### config.mk
export PLATFORM = sky130hd
export DESIGN_NAME = pfa_ram
export DESIGN_NICKNAME = d
export VERILOG_FILES = /design/src/hw/rtl/pfa_ram.sv
export SDC_FILE = /design/constraint.sdc
export NUM_CORES = 2
export LEC_CHECK = 0
export BUFFER_PORTS_ARGS = -buffer_cell sky130_fd_sc_hd__clkbuf_2
export CAP_MARGIN = 0
export CELL_PAD_IN_SITES_DETAIL_PLACEMENT = 1
export CELL_PAD_IN_SITES_GLOBAL_PLACEMENT = 1
export CORE_MARGIN = 4
export CORE_UTILIZATION = 51
export DETAILED_ROUTE_END_ITERATION = 12
export PLACE_DENSITY_LB_ADDON = 0.3
export SYNTH_ARGS = -nofsm -noshare
export SYNTH_HDL_FRONTEND = slang
export SYNTH_SLANG_ARGS = --single-unit
### constraint.sdc
create_clock -name i_clk -period 2.8 [get_ports i_clk]
set_input_delay 0.84 -clock i_clk [delete_from_list [all_inputs] [get_ports i_clk]]
set_output_delay 0.84 -clock i_clk [all_outputs]
set_load 0.02 [all_outputs]
### src/hw/rtl/pfa_ram.sv
// Simple dual-port RAM, one write and one registered read per cycle.
// Holds link pointers and the free-frame ring; no dependencies.
`default_nettype none

module pfa_ram #(
    parameter int ADDR_W = 8,
    parameter int DATA_W = 8
) (
    input  wire logic              i_clk,
    input  wire logic              i_we,
    input  wire logic [ADDR_W-1:0] i_waddr,
    input  wire logic [DATA_W-1:0] i_wdata,
    input  wire logic              i_re,
    input  wire logic [ADDR_W-1:0] i_raddr,
    output logic      [DATA_W-1:0] o_rdata
);

    localparam int DEPTH = 1 << ADDR_W;

    logic [DATA_W-1:0] r_mem [DEPTH];

    // Write port
    always_ff @(posedge i_clk) begin
        if (i_we) begin
            r_mem[i_waddr] <= i_wdata;
        end
    end

    // Registered read port
    always_ff @(posedge i_clk) begin
        if (i_re) begin
            o_rdata <= r_mem[i_raddr];
        end
    end

endmodule

`default_nettype wire

* Yosys cells after proc, flatten, opt, wreduce, memory -nomap -nowiden
Memories as Yosys holds them, arrays and structs flattened. A register that Yosys moved wholly into a read port is not among the register bits. Index checks and enable logic that the tools add are counted.
Storage, ports and cells: bits in registers 0, latch bits 0, RAM bits 2048, ROM bits 0, bits of input ports 27, output and inout port bits 8, memories 1
Memory list:
- r_mem | words 256, bits a word 8, read ports 1, clocked after memory_dff 1, wr ports 1, line 20 | logic [DATA_W-1:0] r_mem [DEPTH];
Operators by class: $add $sub $neg 0, multipliers 0, divide/modulo/power cells 0, $lt $le $gt $ge 0, equality and inequality tests 0, shift operators 0, mux-type cells 2, bitwise gates (word level) 0, reduce and logical (&&, ||, !) cells 0
Operators by type and width (count):
- 1-bit two-way mux | 2

* Depth between registers and ports, before layout
word-level depth 2, depth in mapped cells 11

* Worst setup path before layout
Ideal clock, no wire load.
path type input -> register, from in i_raddr[0], to reg o_rdata[2] (read register of r_mem) (data pin), setup time 0.269 ns, data arrival time 2.647 ns, data required time 2.531 ns, setup slack -0.116 ns, stages 9, path buffers 4, cells stage by stage buf_6 buf_12 buf_8 buf_2 mux4_2 a22oi_1 a21oi_1 nor4_1 nor4_2
RTL lines:
- start: declaration | line 14 | input wire logic [ADDR_W-1:0] i_raddr,
- end: declaration | line 15 | output logic [DATA_W-1:0] o_rdata

==> flow_summary.html <==
<table>
<tr><th>Metric</th><th>Value</th></tr>
<tr><th colspan="2">Routing</th></tr>
<tr><td>Pre-antenna DRT Iters</td><td>6</td></tr>
<tr><td>Routed wire length per instance</td><td>34.05 um</td></tr>
<tr><td>Initial DRC count</td><td>5086</td></tr>
<tr><td>Post-detailed-route count of antenna-violating nets</td><td>0</td></tr>
<tr><td>Number of vias per cell after detailed routing</td><td>6.372</td></tr>
<tr><td>Detailed-route wire length</td><td>228500 um</td></tr>
<tr><td>Post-route DRC violation count</td><td>0</td></tr>
<tr><td>Count of vias placed by the detailed router</td><td>42760</td></tr>
<tr><th colspan="2">Place</th></tr>
<tr><td>Cell total after placement</td><td>6333</td></tr>
<tr><td>Number of I/O port buffers</td><td>34</td></tr>
<tr><td>HPWL Detailed</td><td>146200 um</td></tr>
<tr><td>Global placement routability congestion</td><td>0.8840</td></tr>
<tr><th colspan="2">Floorplanning</th></tr>
<tr><td>Core region area</td><td>0.1546 sq mm</td></tr>
<tr><td>Cell Rows</td><td>144</td></tr>
<tr><td>Die area</td><td>0.1625 sq mm</td></tr>
<tr><td>Initial standard-cell utilization of the core</td><td>0.5152</td></tr>
<tr><td>Chip Height</td><td>403.2 um</td></tr>
<tr><td>I/O pins</td><td>35</td></tr>
<tr><td>Die boundary width</td><td>403.2 um</td></tr>
<tr><th colspan="2">STA</th></tr>
<tr><td>Achievable frequency</td><td>353.5 MHz</td></tr>
<tr><td>Final Worst Setup Slack</td><td>-0.02863 ns</td></tr>
<tr><td>Setup repair after global routing missed its margin</td><td>yes</td></tr>
<tr><td>Relative slew slack</td><td>0.3447</td></tr>
<tr><td>Worst Tran Pin Value</td><td>0.9793 ns</td></tr>
<tr><td>Number of setup violations in the final report</td><td>2</td></tr>
<tr><td>Final clock period utilization by the worst path</td><td>1.010</td></tr>
<tr><td>Number of hold-slack violations in the final timing report</td><td>0</td></tr>
<tr><td>Post-layout min period</td><td>2.829 ns</td></tr>
<tr><td>Final Max Slew Viols</td><td>0</td></tr>
<tr><td>Largest clock skew in the final design</td><td>0.04834 ns</td></tr>
<tr><th colspan="2">Logic synthesis</th></tr>
<tr><td>Area of the mapped netlist</td><td>0.07964 sq mm</td></tr>
<tr><td>Distinct cell type count after synthesis</td><td>54</td></tr>
<tr><td>Top cell type's share of synthesized area</td><td>0.7753</td></tr>
<tr><td>Leading post-synthesis cells by cell area</td><td>sky130_fd_sc_hd__edfxtp_1, sky130_fd_sc_hd__mux4_2, sky130_fd_sc_hd__mux2i_1</td></tr>
<tr><td>Number of enable flip-flop cells after synthesis</td><td>2056</td></tr>
<tr><td>Post-Synthesis Cells</td><td>3733</td></tr>
<tr><td>Cell with the most instances after synthesis</td><td>sky130_fd_sc_hd__edfxtp_1</td></tr>
<tr><td>Net count after synthesis</td><td>3760</td></tr>
<tr><td>Fraction of registers with async set/reset</td><td>0</td></tr>
<tr><td>Ranking of synthesized cells by instance count</td><td>sky130_fd_sc_hd__edfxtp_1, sky130_fd_sc_hd__mux4_2, sky130_fd_sc_hd__nor2_1, sky130_fd_sc_hd__mux2i_1, sky130_fd_sc_hd__a22oi_1</td></tr>
<tr><td>Count of synthesis-stage warnings from yosys</td><td>0</td></tr>
<tr><td>Mean post-synth cell area</td><td>21.33 sq um</td></tr>
<tr><td>Number of storage elements in the synthesis netlist</td><td>2056</td></tr>
<tr><td>Cell accounting for the most synthesized area</td><td>sky130_fd_sc_hd__edfxtp_1</td></tr>
<tr><td>Most frequently used flop master after synthesis</td><td>sky130_fd_sc_hd__edfxtp_1</td></tr>
<tr><td>Sequential element share of the synthesized area</td><td>0.7753</td></tr>
<tr><th colspan="2">Clocking</th></tr>
<tr><td>Clock Tree Root</td><td>sky130_fd_sc_hd__clkbuf_16</td></tr>
<tr><td>Sink count of the clock tree</td><td>2056</td></tr>
<tr><td>H-tree depth</td><td>4</td></tr>
<tr><td>Clock-pin slew on the worst setup and hold paths</td><td>0.06 ns</td></tr>
<tr><td>CTS hold repair buffers</td><td>0</td></tr>
<tr><td>Number of clock buffers inserted by TritonCTS</td><td>203</td></tr>
<tr><td>Worst-Skew Late Latency</td><td>0.83 ns</td></tr>
<tr><td>CTS tree</td><td>done</td></tr>
<tr><td>Clock Tree Buf Depth</td><td>3</td></tr>
<tr><th colspan="2">Power</th></tr>
<tr><td>Total power draw</td><td>64.79 mW</td></tr>
<tr><td>Highest ir drop seen on vdd</td><td>0.9904 mV</td></tr>
<tr><td>Pwr/cell area</td><td>682.5 mW/mm^2</td></tr>
<tr><td>Static power due to leakage</td><td>31.05 nW</td></tr>
<tr><th colspan="2">Critical path</th></tr>
<tr><td>Data arrival, critical path</td><td>3.45 ns</td></tr>
<tr><td>Worst reg2reg startpoint</td><td>r_mem[80][1]</td></tr>
<tr><td>Endpoint of the worst register-to-register path</td><td>o_rdata[1]</td></tr>
<tr><td>Worst Reg2Reg Path Length in Cells</td><td>6</td></tr>
<tr><td>CP Capture Type</td><td>flip-flop</td></tr>
<tr><td>Maximum fanout along the worst path</td><td>23</td></tr>
<tr><td>Worst Setup Start Kind</td><td>primary input</td></tr>
<tr><td>Critical path required time</td><td>3.42 ns</td></tr>
<tr><td>Worst setup startpoint</td><td>i_raddr[1]</td></tr>
<tr><td>R2R setup slack</td><td>0.12 ns</td></tr>
<tr><td>End point of the critical path</td><td>o_rdata[4]</td></tr>
<tr><td>Critical Setup Path Class</td><td>primary input to flip-flop</td></tr>
<tr><th colspan="2">Status</th></tr>
<tr><td>Status</td><td>finished with violations</td></tr>
<tr><td>Violations in the final reports</td><td>negative setup slack</td></tr>
<tr><th colspan="2">Hold path</th></tr>
<tr><td>Class of the tightest hold or removal check</td><td>primary input to flip-flop</td></tr>
<tr><td>Min-Delay Path Depth</td><td>1</td></tr>
<tr><th colspan="2">Layout</th></tr>
<tr><td>Area grow syn2layout</td><td>19.20%</td></tr>
<tr><td># fillers</td><td>12840</td></tr>
<tr><td>Layout net count</td><td>4526</td></tr>
<tr><td>Share of post-route cells with drive strength above 1</td><td>0.3374</td></tr>
<tr><td>Layout Cells excl Fill</td><td>6710</td></tr>
<tr><th colspan="2">Global routing</th></tr>
<tr><td>Initial antenna violation count</td><td>15</td></tr>
<tr><td>Via count of the first global-routing pass</td><td>45510</td></tr>
<tr><td>First-pass GRT wire length</td><td>330900 um</td></tr>
<tr><td>Gr usage total</td><td>0.2836</td></tr>
<tr><td>Largest net degree at the start of global routing</td><td>109</td></tr>
<tr><td>Total global routing overflow</td><td>0</td></tr>
<tr><th colspan="2">Run</th></tr>
<tr><td>Count of max-cap constraint violations</td><td>0</td></tr>
</table>
per-stage QoR:
stage	setup slack [ns]	setup TNS [ns]	hold slack, ns	cell area [sq um]	utilization
after floorplan	-0.01371	-0.03826	0.8642	79860	-
after global placement	-1.271	-20.00	1.162	88190	0.5705
after detailed placement	-1.342	-29.67	1.251	88190	0.5705
after CTS	0.007954	0	0.3718	94850	0.6136
after global routing	-0.02286	-0.02856	0.3902	94920	0.6140
final	-0.02863	-0.03970	0.4193	94930	0.6141
how the worst min path moves through the flow:
stage / from / end / slack [ns]
2_1_floorplan: r_mem[40][3] / o_rdata[3] / 0.86
3_3_place_gp: r_mem[60][4] / o_rdata[4] / 1.16
3_5_place_dp: i_wdata[5] / r_mem[48][5] / 1.25
4_1_cts: i_wdata[5] / r_mem[40][5] / 0.37
5_1_grt: i_wdata[5] / r_mem[45][5] / 0.39
6_report: i_wdata[5] / r_mem[45][5] / 0.42
state kept, by name (all words and copies together), names as in the netlist:
signal   count
r_mem     2048
o_rdata      8
cells in the final DEF, fill, tap and decap left out, drive strengths merged, types with 16 or more instances in the layout:
| cell | count |
|---|---|
| clkbuf | 265 |
| edfxtp | 2056 |
| clkinv | 91 |
| a211oi | 16 |
| buf | 769 |
| o221ai | 47 |
| nor2 | 282 |
| mux4 | 456 |
| nand2 | 33 |
| o22ai | 28 |
| nor3 | 22 |
| nor4 | 27 |
| a21oi | 96 |
| nand3 | 34 |
| mux2i | 134 |
| a22oi | 133 |
| nor2b | 31 |
| bufinv | 21 |
worst max-delay path: stages:
cell	delay [ns]
sky130_fd_sc_hd__buf_8	0.19
sky130_fd_sc_hd__buf_12	0.24
sky130_fd_sc_hd__or3b_2	0.61
sky130_fd_sc_hd__buf_4	0.21
sky130_fd_sc_hd__o221ai_1	0.20
sky130_fd_sc_hd__a21oi_1	0.10
sky130_fd_sc_hd__a21oi_1	0.47
sky130_fd_sc_hd__nor3_1	0.17
sky130_fd_sc_hd__nor4_1	0.36
metal layers:
layer	routed length, um	GRT usage	share of wire
met5	81	0	0.00035
met4	8611	0.1012	0.038
met3	20180	0.06125	0.088
met2	113100	0.4669	0.49
met1	86510	0.3791	0.38
power breakdown:
part | internal, mW | switching [mW] | leakage (nW)
Clock | 15.3 | 11.7 | 3.17
Combinational | 1.56 | 2.26 | 9.39
Sequential | 33.9 | 0.0700 | 18.5
Total | 50.8 | 14.0 | 31.0
what timing repair did:
action / 4_1_cts / 5_1_grt
setup endpoints to repair: 6 / 7
pin swaps: 1 / 3
resized for setup: 15 / 13
setup buffers: 4 / 1
cloned: 1 / 0
cell families (layout without fill, tap and decap cells):
kind of cell           Yosys count  count (layout)  share of synthesized area
AOI/OAI and AO/OA              385             385                    0.03416
buffers and inverters          235            1164                    0.01829
DFF                           2056            2056                     0.7753
muxes                          591             591                     0.1460
other                            0               4                          0
and+or+nand+nor                466             466                    0.02625
final cells by class:
cell class / instances / area [sq um] / area share
sequential: 2056 / 61740 / 0.6504
multi-input combinational: 1442 / 16620 / 0.1751
timing repair buffer: 794 / 7492 / 0.07892
clock buffer: 241 / 5244 / 0.05524
tap: 2044 / 2557 / 0.02694
clock inverter: 127 / 1254 / 0.01321
antenna: 4 / 10.01 / 0.0001054
inverter: 2 / 7.507 / 0.00007908
Note: power is estimated with default switching activity, not from simulation.
