`config.mk`:
```
export PLATFORM = sky130hd
export DESIGN_NAME = pfa_core
export DESIGN_NICKNAME = d
export VERILOG_FILES = /design/src/hw/rtl/pfa_pkg.sv /design/src/hw/rtl/pfa_core.sv
export SDC_FILE = /design/constraint.sdc
export NUM_CORES = 1
export LEC_CHECK = 0
export ABC_CLOCK_PERIOD_IN_PS = 3700
export BUFFER_PORTS_ARGS = -buffer_cell sky130_fd_sc_hd__buf_4
export CORE_AREA = 2 2 225 227
export DETAILED_ROUTE_END_ITERATION = 10
export DIE_AREA = 0 0 227 229
export PLACE_DENSITY_LB_ADDON = 0.05
export SLEW_MARGIN = 20
export SYNTH_ARGS = -nofsm -noshare
export SYNTH_HDL_FRONTEND = slang
export SYNTH_SLANG_ARGS = --single-unit
```
`constraint.sdc`:
```
create_clock -name i_clk -period 3.7 [get_ports i_clk]
set_clock_uncertainty 0.05 [all_clocks]
set_input_delay 0.74 -clock i_clk [delete_from_list [all_inputs] [get_ports i_clk]]
set_output_delay 0.74 -clock i_clk [all_outputs]
set_load 0.03 [all_outputs]
```
`src/hw/rtl/pfa_pkg.sv`:
```
// Shared types and constants for the page frame allocator.
// Used by the allocator core, the top level and the testbench.
`default_nettype none

package pfa_pkg;

    // Frame space
    localparam int MAX_FRAMES = 256;
    localparam int FRAME_W    = $clog2(MAX_FRAMES);
    localparam int CNT_W      = FRAME_W + 1;

    // Field widths
    localparam int PID_W    = 32;
    localparam int PAGE_W   = 52;
    localparam int STATUS_W = 2;
    localparam int CAP_W    = 9;

    // Stream packing
    localparam int S_TDATA_W = 96;
    localparam int M_TDATA_W = 32;

    localparam logic [CAP_W-1:0] CAP_RESET = CAP_W'(256);

    typedef logic [FRAME_W-1:0] t_frame;
    typedef logic [CNT_W-1:0]   t_count;

    // Request kind
    localparam logic OP_ALLOC = 1'b0;
    localparam logic OP_FREE  = 1'b1;

    // Result status codes
    typedef logic [STATUS_W-1:0] t_status;
    localparam t_status STATUS_OK           = 2'd0;
    localparam t_status STATUS_FULL         = 2'd1;
    localparam t_status STATUS_NOT_RESIDENT = 2'd2;

    typedef enum logic {
        ST_IDLE,
        ST_EXEC
    } t_state;

    // One write port of a frame-wide RAM
    typedef struct packed {
        logic   en;
        t_frame addr;
        t_frame data;
    } t_ram_wr;

    // One read port of a frame-wide RAM
    typedef struct packed {
        logic   en;
        t_frame addr;
    } t_ram_rd;

endpackage

`default_nettype wire

```
`src/hw/rtl/pfa_core.sv`:
```
// Allocator control: request sequencing, list head/tail/hand, free-ring
// pointers, residency bits and result register. Uses pfa_pkg.
`default_nettype none

module pfa_core (
    input  wire logic                  i_clk,
    input  wire logic                  i_rst_n,
    // Capacity register write
    input  wire logic                  i_cfg_valid,
    output logic                       o_cfg_ready,
    input  wire logic [pfa_pkg::CAP_W-1:0] i_cfg_data,
    // Request
    input  wire logic                  i_req_valid,
    output logic                       o_req_ready,
    input  wire logic                  i_req_op,
    input  wire pfa_pkg::t_frame       i_req_frame,
    // Result
    output logic                       o_res_valid,
    input  wire logic                  i_res_ready,
    output pfa_pkg::t_status           o_res_status,
    output pfa_pkg::t_frame            o_res_granted,
    output pfa_pkg::t_frame            o_res_hand,
    output logic                       o_res_hand_valid,
    output pfa_pkg::t_count            o_res_count,
    // Link and ring RAM ports
    output pfa_pkg::t_ram_rd           o_link_rd,
    input  wire pfa_pkg::t_frame       i_next_rdata,
    input  wire pfa_pkg::t_frame       i_prev_rdata,
    output pfa_pkg::t_ram_wr           o_next_wr,
    output pfa_pkg::t_ram_wr           o_prev_wr,
    output pfa_pkg::t_ram_rd           o_ring_rd,
    input  wire pfa_pkg::t_frame       i_ring_rdata,
    output pfa_pkg::t_ram_wr           o_ring_wr
);

    import pfa_pkg::*;

    t_state r_state, n_state;

    logic   r_op;
    t_frame r_frame;
    logic   r_resident;
    logic [CAP_W-1:0] r_cap;

    t_frame r_rp, n_rp;
    t_frame r_wp, n_wp;
    t_count r_free_cnt, n_free_cnt;
    t_count r_bump, n_bump;
    t_frame r_head, n_head;
    t_frame r_tail, n_tail;
    t_frame r_hand, n_hand;
    t_count r_size, n_size;

    logic [MAX_FRAMES-1:0] r_mask;
    logic   n_mask_set, n_mask_clr;
    t_frame n_mask_idx;

    logic    r_out_valid;
    t_status r_status, n_status;
    t_frame  r_granted, n_granted;
    t_frame  r_hand_out;
    logic    r_hand_vld;
    t_count  r_count;

    logic   accept;
    logic   done;
    t_count limit;
    t_frame alloc_f;
    logic   has_prev, has_next;

    assign o_cfg_ready = 1'b1;
    assign o_req_ready = (r_state == ST_IDLE);
    assign accept      = i_req_valid && o_req_ready;
    assign done        = (r_state == ST_EXEC) && (!r_out_valid || i_res_ready);

    // Issue memory reads with the request transfer
    assign o_link_rd = '{en: accept, addr: i_req_frame};
    assign o_ring_rd = '{en: accept, addr: r_rp};

    // Bump limit is the capacity clipped to the frame space
    assign limit = (r_cap < CAP_W'(MAX_FRAMES)) ? t_count'(r_cap) : t_count'(MAX_FRAMES);
    assign alloc_f  = (r_free_cnt != '0) ? i_ring_rdata : r_bump[FRAME_W-1:0];
    assign has_prev = (r_frame != r_head);
    assign has_next = (r_frame != r_tail);

    // Next state, list update and RAM writes
    always_comb begin
        n_state    = r_state;
        n_rp       = r_rp;
        n_wp       = r_wp;
        n_free_cnt = r_free_cnt;
        n_bump     = r_bump;
        n_head     = r_head;
        n_tail     = r_tail;
        n_hand     = r_hand;
        n_size     = r_size;
        n_mask_set = 1'b0;
        n_mask_clr = 1'b0;
        n_mask_idx = r_frame;
        n_status   = STATUS_OK;
        n_granted  = '0;
        o_next_wr  = '0;
        o_prev_wr  = '0;
        o_ring_wr  = '0;

        case (r_state)
            ST_IDLE: begin
                if (accept) begin
                    n_state = ST_EXEC;
                end
            end
            ST_EXEC: begin
                if (done) begin
                    n_state = ST_IDLE;
                    if (r_op == OP_ALLOC) begin
                        if ((r_free_cnt != '0) || (r_bump < limit)) begin
                            // Take from the ring first, else from the bump counter
                            if (r_free_cnt != '0) begin
                                n_rp       = r_rp + 1'b1;
                                n_free_cnt = r_free_cnt - 1'b1;
                            end else begin
                                n_bump = r_bump + 1'b1;
                            end
                            n_mask_set = 1'b1;
                            n_mask_idx = alloc_f;
                            n_granted  = alloc_f;
                            // Append at the tail
                            if (r_size != '0) begin
                                o_next_wr = '{en: 1'b1, addr: r_tail, data: alloc_f};
                                o_prev_wr = '{en: 1'b1, addr: alloc_f, data: r_tail};
                            end else begin
                                n_head = alloc_f;
                                n_hand = alloc_f;
                            end
                            n_tail = alloc_f;
                            n_size = r_size + 1'b1;
                        end else begin
                            n_status = STATUS_FULL;
                        end
                    end else begin
                        if (r_resident) begin
                            // Unlink the frame and move the hand off it
                            if (!has_prev && !has_next) begin
                                n_head = '0;
                                n_tail = '0;
                                n_hand = '0;
                            end else if (!has_prev) begin
                                if (r_hand == r_frame) begin
                                    n_hand = i_next_rdata;
                                end
                                n_head = i_next_rdata;
                            end else if (!has_next) begin
                                if (r_hand == r_frame) begin
                                    n_hand = r_head;
                                end
                                n_tail = i_prev_rdata;
                            end else begin
                                if (r_hand == r_frame) begin
                                    n_hand = i_next_rdata;
                                end
                                o_next_wr = '{en: 1'b1, addr: i_prev_rdata, data: i_next_rdata};
                                o_prev_wr = '{en: 1'b1, addr: i_next_rdata, data: i_prev_rdata};
                            end
                            if (r_size != '0) begin
                                n_size = r_size - 1'b1;
                            end
                            n_mask_clr = 1'b1;
                            // Push onto the free ring
                            if (r_free_cnt < t_count'(MAX_FRAMES)) begin
                                o_ring_wr  = '{en: 1'b1, addr: r_wp, data: r_frame};
                                n_wp       = r_wp + 1'b1;
                                n_free_cnt = r_free_cnt + 1'b1;
                            end
                        end else begin
                            n_status = STATUS_NOT_RESIDENT;
                        end
                    end
                end
            end
            default: begin
                n_state = ST_IDLE;
            end
        endcase
    end

    // Control state
    always_ff @(posedge i_clk) begin
        if (!i_rst_n) begin
            r_state    <= ST_IDLE;
            r_cap      <= CAP_RESET;
            r_rp       <= '0;
            r_wp       <= '0;
            r_free_cnt <= '0;
            r_bump     <= '0;
            r_head     <= '0;
            r_tail     <= '0;
            r_hand     <= '0;
            r_size     <= '0;
        end else begin
            r_state    <= n_state;
            r_rp       <= n_rp;
            r_wp       <= n_wp;
            r_free_cnt <= n_free_cnt;
            r_bump     <= n_bump;
            r_head     <= n_head;
            r_tail     <= n_tail;
            r_hand     <= n_hand;
            r_size     <= n_size;
            if (i_cfg_valid && o_cfg_ready) begin
                r_cap <= i_cfg_data;
            end
        end
    end

    // Residency bits
    always_ff @(posedge i_clk) begin
        if (!i_rst_n) begin
            r_mask <= '0;
        end else if (n_mask_set) begin
            r_mask[n_mask_idx] <= 1'b1;
        end else if (n_mask_clr) begin
            r_mask[n_mask_idx] <= 1'b0;
        end
    end

    // Hold the request payload and its residency bit
    always_ff @(posedge i_clk) begin
        if (accept) begin
            r_op       <= i_req_op;
            r_frame    <= i_req_frame;
            r_resident <= r_mask[i_req_frame];
        end
    end

    // Result register
    always_ff @(posedge i_clk) begin
        if (!i_rst_n) begin
            r_out_valid <= 1'b0;
        end else if (done) begin
            r_out_valid <= 1'b1;
        end else if (i_res_ready) begin
            r_out_valid <= 1'b0;
        end
    end

    always_ff @(posedge i_clk) begin
        if (done) begin
            r_status   <= n_status;
            r_granted  <= n_granted;
            r_hand_out <= (n_size != '0) ? n_hand : '0;
            r_hand_vld <= (n_size != '0);
            r_count    <= n_size;
        end
    end

    assign o_res_valid      = r_out_valid;
    assign o_res_status     = r_status;
    assign o_res_granted    = r_granted;
    assign o_res_hand       = r_hand_out;
    assign o_res_hand_valid = r_hand_vld;
    assign o_res_count      = r_count;

endmodule

`default_nettype wire

```
== Yosys cells after proc, flatten, opt, wreduce, memory -nomap -nowiden ==
Cells that the tools add are included.

* Flip-flop bits (word level): 372
* Bits in latches: 0
* RAM bits: 0
* Memory bits (read-only): 0
* Input port bits: 47
* Output and inout bits: 100
* Logic and storage cells: 157
* Memories: 0

* Add/sub/neg operators: 7
* Multipliers: 0
* Div/mod/pow operators: 0
* $lt $le $gt $ge: 6
* Eq/ne operators: 9
* Shift operators: 0
* Multiplexer cells: 85
* Bitwise gates (word level): 7
* Reductions and logical operators: 23

{| class="wikitable"
|+ Operators with widths
! kind !! count
|-
| 2-to-1 mux 256 bit || 2
|-
| 2-to-1 mux 17 bit || 23
|-
| AND 256 bit || 1
|-
| inverter 256 bit || 1
|-
| bitwise OR 256 bit || 1
|-
| 2-to-1 mux 8 bit || 28
|-
| 2-to-1 mux 9 bit || 12
|-
| adder 9 x 1 -> 9 bit (second input constant) || 3
|-
| nonzero test 9 bit || 3
|-
| less-than comparator 8 x 9 -> 1 bit (second input constant) || 2
|-
| less-than comparator 9 bit (second input constant) || 2
|-
| AND reduction 6 bit || 3
|-
| subtractor 9 x 1 -> 9 bit (second input constant) || 2
|-
| adder 8 x 1 -> 8 bit (second input constant) || 2
|-
| != test 8 bit || 2
|-
| 2-to-1 mux 1 bit || 15
|-
| AND reduction 5 bit || 3
|-
| less-than comparator 9 bit || 1
|-
| binary-select mux 1 bit (select 8 bit) || 1
|-
| demux 1 bit (select 8 bit) || 1
|-
| == test 8 bit || 1
|-
| greater-or-equal comparator 8 x 1 -> 1 bit (second input constant) || 1
|-
| nonzero test 2 bit || 4
|-
| != test 3 x 2 -> 1 bit (second input constant) || 2
|-
| other kinds (10) || 21
|}

== Depth between registers and ports, before layout ==
* Word-level depth: 16
* Depth in mapped cells: 14

== Worst setup path after synthesis ==
No wires, ideal clock.

* Kind: register to output
* From: reg r_cap[8]
* To: out o_prev_wr[10] (netlist name)
* Data arrival time: 2941 ps
* Path slack: -31 ps
* Cell stages (with the launch flop): 12
* Buffers on the path: 3
* Cells stage by stage: dfxtp_1 -> clkinv_1 -> ha_1 -> and4_1 -> or2_2 -> o221a_1 -> buf_2 -> a21boi_2 -> nand2_1 -> clkbuf_1 -> nor2_1 -> buf_4

{| class="wikitable"
|+ RTL lines
! element !! RTL line !! source
|-
| start: declaration || pfa_core.sv:43 || <nowiki>logic [CAP_W-1:0] r_cap;</nowiki>
|-
| start signal: assignment || pfa_core.sv:210 || <nowiki>r_cap <= i_cfg_data;</nowiki>
|-
| end: declaration || pfa_core.sv:30 || <nowiki>output pfa_pkg::t_ram_wr o_prev_wr,</nowiki>
|}

==> out/qor.yml <==
job:
  maxCapViolCount: 0
route:
  viasPerCell: 5.58
  vias: 16700
  drc_errors: 0
  drt-pass1-iter-count: 5
  drtIter0Drc: 1065
  wl_per_cell_um: 20.6
  ant_nets: 0
  drt-total-wl_um: 61400
setup_path:
  reg2regPathDepth: 15
  endpoint_kind: "output port"
  arrival_ns: 2.93
  required_ns: 2.91
  rrSetupSlack_ns: 0.28
  cp_max_fo: 6
  rr_startpoint: "r_cap[8]"
  cp-start-kind: "register"
  worstSetupPathType: "register to output port"
floorplan:
  rows: 82
  fp.dieH_um: 229
  start_util: 0.396
  io_pins: 147
  core_area_um2: 49700
  die_x_um: 227
  die_area_um2: 52000
logic_synthesis:
  synthTopCellsByArea: "dfxtp_1 (34%), mux2i_1 (9.9%), mux4_2 (9.4%), nor2_1 (6.2%), edfxtp_1 (5.8%)"
  synthDistinctLibCells: 68
  synth_edf_count: 38
  syn_area_um2: 19700
  synth_common_cells: "dfxtp_1 (334), nor2_1 (325), mux2i_1 (195), nor3_1 (195), a21oi_1 (169)"
  netlist_instances: 2186
  yosysSeqAreaShare: 0.398
  syn-num-nets: 2255
  synthFlopType: "dfxtp_1"
  synth_top_area_cell: "dfxtp_1"
  yosys_warnings: 0
  ys_async_sr_fraction: 0
  ys_ff_latch: 372
  synth_top_area_frac: 0.340
  synth.most_common_cell: "dfxtp_1"
  syn_area_per_cell_um2: 9.00
clocking:
  cts_tree: "yes"
  worstSkewPairLatency_ns: 0.58
  clk_path_buf_depth: 3
  cts-root-buf: "clkbuf_16"
  clk_pin_slew_ns: 0.05
  htreeDepth: 2
  clock_sinks: 372
  cts_made_buffers: 44
sta:
  setup-violations-final: 8
  period_share: 1.00
  drv_slew: 0
  relSlewSlack: 0.483
  hold_viol: 0
  min_period_ns: 3.72
  tightest_slew_ns: 0.767
  max_freq_mhz: 269
  fin_setup_tns_ns: -0.0524
  rsz0062_at_grt: "yes"
  setup_ws_ns: -0.0177
finish:
  fin_cells: 2983
  synthToLayoutAreaGrowth_pct: 19.1
  antenna_cells: 0
  final_nets: 2344
  n_fill_cell: 4803
  layout-drive-gt1-share: 0.212
pwr:
  power_density_nw_per_um2: 434
  ir_drop_v: 0.000315
  total_leakage_power_uw: 0.00802
global_routing:
  grt_pass1_vias: 16200
  grt_usage: 0.234
  grt_overflow: 0
  grt_max_degree: 162
  grt_first_pass_wirelength_um: 95800
  antenna_found_initial: 0
run_status:
  violations: "setup timing"
  status: "finished, violations left"
hold_path:
  hold_class: "input port to register"
  holdPathStages: 1
  min_to: "r_op"
  hp-start: "i_req_op"
place:
  dp.cells: 2879
  dpl.hpwl_um: 38500
  portBuffers: 145
  gp_congestion: 0.875
  place_ws_ns: 0.117
-- final cells by class --
type,instances,area (um^2),area share
clock buffers,72,1360,0.0579
clock inverters,10,113,0.00480
inverters,23,103,0.00438
multi-input cells,1572,11000,0.469
flip-flops and latches,372,7830,0.334
well taps,672,841,0.0359
repair buffers,262,2190,0.0936
-- worst max path at each step --
stage,endpoint,startpoint,cells past startpoint
after floorplan,o_prev_wr[10],r_cap[8],11
after global placement,o_prev_wr[0],r_cap[8],9
after detailed placement,o_prev_wr[9],r_cap[8],9
after CTS,o_next_wr[8],r_cap[8],12
after global routing,o_prev_wr[7],r_cap[8],12
final,o_prev_wr[12],r_cap[8],11
-- report_power, final --
part / internal, uW / switching, uW
sequential: 4140 / 65.0
combinational: 517 / 1030
clock: 2640 / 1780
-- layer usage --
metal	GRT usage	share of wire
met1	0.315	0.45
met2	0.396	0.48
met4	0.0647	0.023
met5	0	0
met3	0.0257	0.042
-- critical path, stage by stage (launching register included) --
cell      delay, ns
dfxtp_2        0.35
clkinv_4       0.08
buf_6          0.12
nand2_4        0.05
ha_4           0.20
a211oi_2       0.24
o221ai_2       0.15
o221a_4        0.35
a21boi_4       0.27
nand2_4        0.20
nor2_4         0.17
buf_4          0.17
-- cells by family (layout without fill, tap and decap cells) --
kind of cell    count (synthesis)  count (layout)  share of synthesized area
compound gates                384             384                      0.112
other cells                     1               1                   0.000191
simple gates                  814             815                      0.193
xor+xnor                       61              61                     0.0271
fa+ha+maj                      22              22                     0.0144
flops                         372             372                      0.398
mux                           289             289                      0.200
buf+inv                       243             367                     0.0559
-- metrics by stage --
| step | power (uW) | util | hold slack [ns] | cell area (um^2) |
|---|---|---|---|---|
| 5_1_grt | 10600 | 0.472 | 0.279 | 23400 |
| 3_3_place_gp | 5770 | 0.434 | 0.398 | 21500 |
| 4_1_cts | 10300 | 0.465 | 0.263 | 23100 |
| 6_report | 10200 | 0.472 | 0.297 | 23400 |
| 3_5_place_dp | 5770 | 0.434 | 0.411 | 21500 |
| 2_1_floorplan | 5220 | - | 0.381 | 19700 |
-- repair_timing --
action	CTS	global route
buffers inserted	3	18
endpoints found under the setup margin	34	53
pin swaps	6	13
gates resized for setup	18	51
hold endpoints to repair	0	0
hold buffers	0	0
gates cloned	0	1
-- cell usage in the layout, fill, tap and decap left out, drive strengths merged, types with 4 or more instances in the layout --
cell      n
nand3b    5
nand2    70
a211oi   26
nand4    25
and2     43
o31ai     4
xnor2    42
clkinv    5
inv      23
buf     262
nor3    195
nor2    326
a22oi    11
o21ai   119
a31oi    17
nor2b    10
ha       21
dfxtp   334
o21a      9
xor2     19
nand3    96
a21oi   170
mux2     12
or3       7
and3      5
nand2b   13
a31o      5
mux2i   195
nor4      8
edfxtp   38
clkbuf   72
mux4     82
Note: power is estimated with default switching activity, not from simulation.
